$ cat src/rtl/core/pur_ram.sv
// generic single write port ram with registered read
`timescale 1ns / 1ps

module pur_ram
#(
    parameter int WIDTH = 8,
    parameter int DEPTH = 256
)
(
    input  logic                     clk,
    input  logic                     we,
    input  logic [$clog2(DEPTH)-1:0] waddr,
    input  logic [WIDTH-1:0]         wdata,
    input  logic                     re,
    input  logic [$clog2(DEPTH)-1:0] raddr,
    output logic [WIDTH-1:0]         rdata
);

    logic [WIDTH-1:0] mem [DEPTH];

    always_ff @(posedge clk)
    begin
        if (we)
        begin
            mem[waddr] <= wdata;
        end
        if (re)
        begin
            rdata <= mem[raddr];
        end
    end

endmodule

$ cat config.mk
export PLATFORM = sky130hd
export DESIGN_NAME = pur_ram
export DESIGN_NICKNAME = d
export VERILOG_FILES = /design/src/rtl/core/pur_ram.sv
export SDC_FILE = /design/constraint.sdc
export NUM_CORES = 2
export LEC_CHECK = 0
export BUFFER_PORTS_ARGS = -buffer_cell sky130_fd_sc_hd__buf_2
export CAP_MARGIN = 10
export CORE_UTILIZATION = 40
export DETAILED_ROUTE_END_ITERATION = 10
export PLACE_DENSITY = 0.51
export SLEW_MARGIN = 20
export SYNTH_ARGS = -nofsm -noshare
export SYNTH_HDL_FRONTEND = slang
export SYNTH_SLANG_ARGS = --single-unit
$ cat constraint.sdc
create_clock -name clk -period 2.7 [get_ports clk]
set_input_delay 0.405 -clock clk [delete_from_list [all_inputs] [get_ports clk]]
set_output_delay 0.405 -clock clk [all_outputs]
set_load 0.01 [all_outputs]
==> impl_metrics.json <==
{
  "coreArea_sq_um": 197600,
  "crit_family": "multiplexers",
  "rsz0062_at_grt": "no",
  "maxCapViolCount": 0,
  "crit_type": "register to register",
  "worstMarginPinSlew_ps": 977.1,
  "clock.fmax_mhz": 378.5,
  "crit_chain": "mux4_2 > mux4_2 > nor2b_1 > nor4_2 > buf_4 > nor4_1",
  "die-height_um": 448.2,
  "netlist_area_sq_um": 79640,
  "crit_arrival_ps": 3220,
  "place_area_sq_um": 88580,
  "p_per_area_nw_per_um2": 709.4,
  "critPathBufInv": 1,
  "place_congestion": 0.8426,
  "synth_edf_count": 2056,
  "dp_slack_ps": -958.5,
  "min_from": "wdata[4]",
  "drcViolationCount": 0,
  "cp_data_required_time_ps": 3270,
  "syn-num-nets": 3760,
  "irDropWorstVdd_mv": 0.7216,
  "fin_skew_ps": 29.46,
  "reg2reg_depth": 6,
  "synth_flop_cell": "edfxtp_1",
  "synth_seq_cells": 2056,
  "synth.distinct_cells": 54,
  "dp_hpwl_um": 144700,
  "cts_made_buffers": 210,
  "num_vias": 40870,
  "hold_violations": 0,
  "layout-drive-gt1-share_pct": 33.10,
  "hp-class": "primary input to register",
  "finalCritPeriodShare_pct": 97.85,
  "final_util_pct": 48.29,
  "setup_ws_ps": 58.05,
  "drtAntennaViolNets": 0,
  "ys_top_cells_by_area": "edfxtp_1 (78%), mux4_2 (13%), mux2i_1 (1.7%)",
  "max_slew_margin_pct": 34.72,
  "hold-worst-slack_ps": 64.71,
  "finalMaxSlewViolations": 0,
  "path_max_fanout": 1,
  "htreeDepth": 4,
  "worstHoldEndpoint": "mem[227][4]$_DFFE_PP_",
  "port_buffers": 34,
  "area_delta_synth_final_pct": 19.84,
  "cp_slowest_cell": "mux4_2",
  "drt_iter0_markers": 4392,
  "worst_setup_path_end_kind": "register",
  "crit_top_cell": "mux4_2",
  "critPathMaxStageDelay_ps": 530,
  "clock_latency_ps": 870,
  "clk_pin_slew_ps": 60,
  "multi_input_area_sq_um": 16590,
  "track_usage_pct": 22.05,
  "routed_wl_um": 218900,
  "fin_tns_setup_ps": 0,
  "seq_area_sq_um": 61740,
  "row_count": 163,
  "clockBufferDepth": 3,
  "synthCells": 3733,
  "ys_seq_area_share_pct": 77.53,
  "die_area_sq_um": 200900,
  "grt_pass1_vias": 41410,
  "post_cts_buffers": 0,
  "wl_per_cell_um": 29.93,
  "synth_top_area_cell": "edfxtp_1",
  "die_w_um": 448.2,
  "grt_antenna_before_repair": 11,
  "finalSetupViolations": 0,
  "postLayoutCellArea_sq_um": 95430,
  "ys.warnings.count": 0,
  "clk_root_buffer_cell": "clkbuf_16",
  "async_flop_share_pct": 0,
  "cts_tree": "yes",
  "gr-total-overflow": 0,
  "critical_path.startpoint": "mem[66][4]$_DFFE_PP_",
  "grt_pass1_wl_um": 312000,
  "run_status": "finished clean",
  "p_leak_nw": 30.90,
  "vias_per_cell": 5.588,
  "grt_max_degree": 112,
  "fillers": 16230,
  "r2r-start": "mem[66][4]$_DFFE_PP_",
  "yosys-top-cells-count": "edfxtp_1 (2056), mux4_2 (454), nor2_1 (282), mux2i_1 (134), a22oi_1 (133)",
  "yosysMostFrequentCell": "edfxtp_1",
  "start_util_pct": 40.30,
  "synth_area_per_cell_sq_um": 21.33,
  "r2r_setup_slack_ps": 60,
  "hold_depth": 1,
  "boundaryPins": 35,
  "fin_nets": 4521,
  "numClockSinks": 2056,
  "critPathLaunchType": "register",
  "worstReg2RegEnd": "rdata[4]$_DFFE_PP_",
  "period_minus_slack_ps": 2642,
  "drtPass1Iterations": 5,
  "netlist.area_leader.share_pct": 77.53
}
==> how the worst max path moves through the flow <==
stage	endpoint	cells past startpoint
global placement	rdata[0]$_DFFE_PP_	13
detailed placement	rdata[4]$_DFFE_PP_	10
global route	rdata[4]$_DFFE_PP_	6
floorplan	rdata[2]$_DFFE_PP_	9
finish	rdata[4]$_DFFE_PP_	6
CTS	rdata[6]$_DFFE_PP_	6
==> timing repair <==
action / in CTS / in global routing
hold endpoints to repair: 148 / 1
resized for setup: 5 / 5
setup endpoints to repair: 4 / 5
hold buffers: 6 / 1
==> through the flow <==
step	std cells	total power (W)
6_report	7314	0.06770
5_1_grt	7311	0.06966
4_1_cts	7309	0.06832
3_5_place_dp	6915	0.03985
3_3_place_gp	6914	0.03982
2_1_floorplan	3733	0.03762
==> layout by cell type, fill, tap and decap left out, drive strengths merged, types with 7 or more instances in the layout <==
| cell | instances |
|---|---|
| clkinv | 97 |
| nand3 | 34 |
| edfxtp | 2056 |
| o211ai | 10 |
| mux2i | 134 |
| o221ai | 47 |
| nand2 | 33 |
| a221oi | 14 |
| a211oi | 16 |
| bufinv | 20 |
| nand4 | 10 |
| a21oi | 96 |
| nand2b | 8 |
| buf | 775 |
| nor2b | 31 |
| o21ai | 12 |
| nor3 | 22 |
| mux4 | 456 |
| inv | 9 |
| nor4 | 27 |
| clkbuf | 259 |
| a22o | 8 |
| a22oi | 133 |
| nor2 | 282 |
| o22ai | 28 |
| dlygate4sd3 | 7 |
==> area by class of cell <==
| class | count | area share [%] |
|---|---|---|
| Inverter | 2 | 0.007866 |
| Antenna cell | 4 | 0.01049 |
| Multi-Input combinational cell | 1442 | 17.38 |
| Clock inverter | 129 | 1.217 |
| Tap cell | 2640 | 3.461 |
| Sequential cell | 2056 | 64.69 |
| Timing Repair Buffer | 782 | 7.421 |
| Clock buffer | 259 | 5.811 |
==> kinds of logic after synthesis <==
kind of cell / count (synthesis) / synth area share (%)
AOI/OAI and AO/OA: 385 / 3.416
buffers and inverters: 235 / 1.829
DFF: 2056 / 77.53
muxes: 591 / 14.60
and+or+nand+nor: 466 / 2.625
==> power by group <==
group,switching (W),internal (W),leakage (nW)
registers,0.0000438,0.0352,18.5
clock network,0.0121,0.0164,3.27
logic,0.00232,0.00159,9.15
total,0.0145,0.0532,30.9
==> per-layer routing <==
metal	part of all wire (%)	vias to the layer above	global-route usage [%]
li1	-	17260	-
met5	0	-	0
met4	2.4	0	5.575
met2	46	1351	33.83
met3	6.7	278	4.296
met1	44	21980	32.40
==> sequential cells by signal, indices dropped and copies added (netlist names) <==
register  cells
mem        2048
rdata         8
Power figures use the tool's default switching activity.
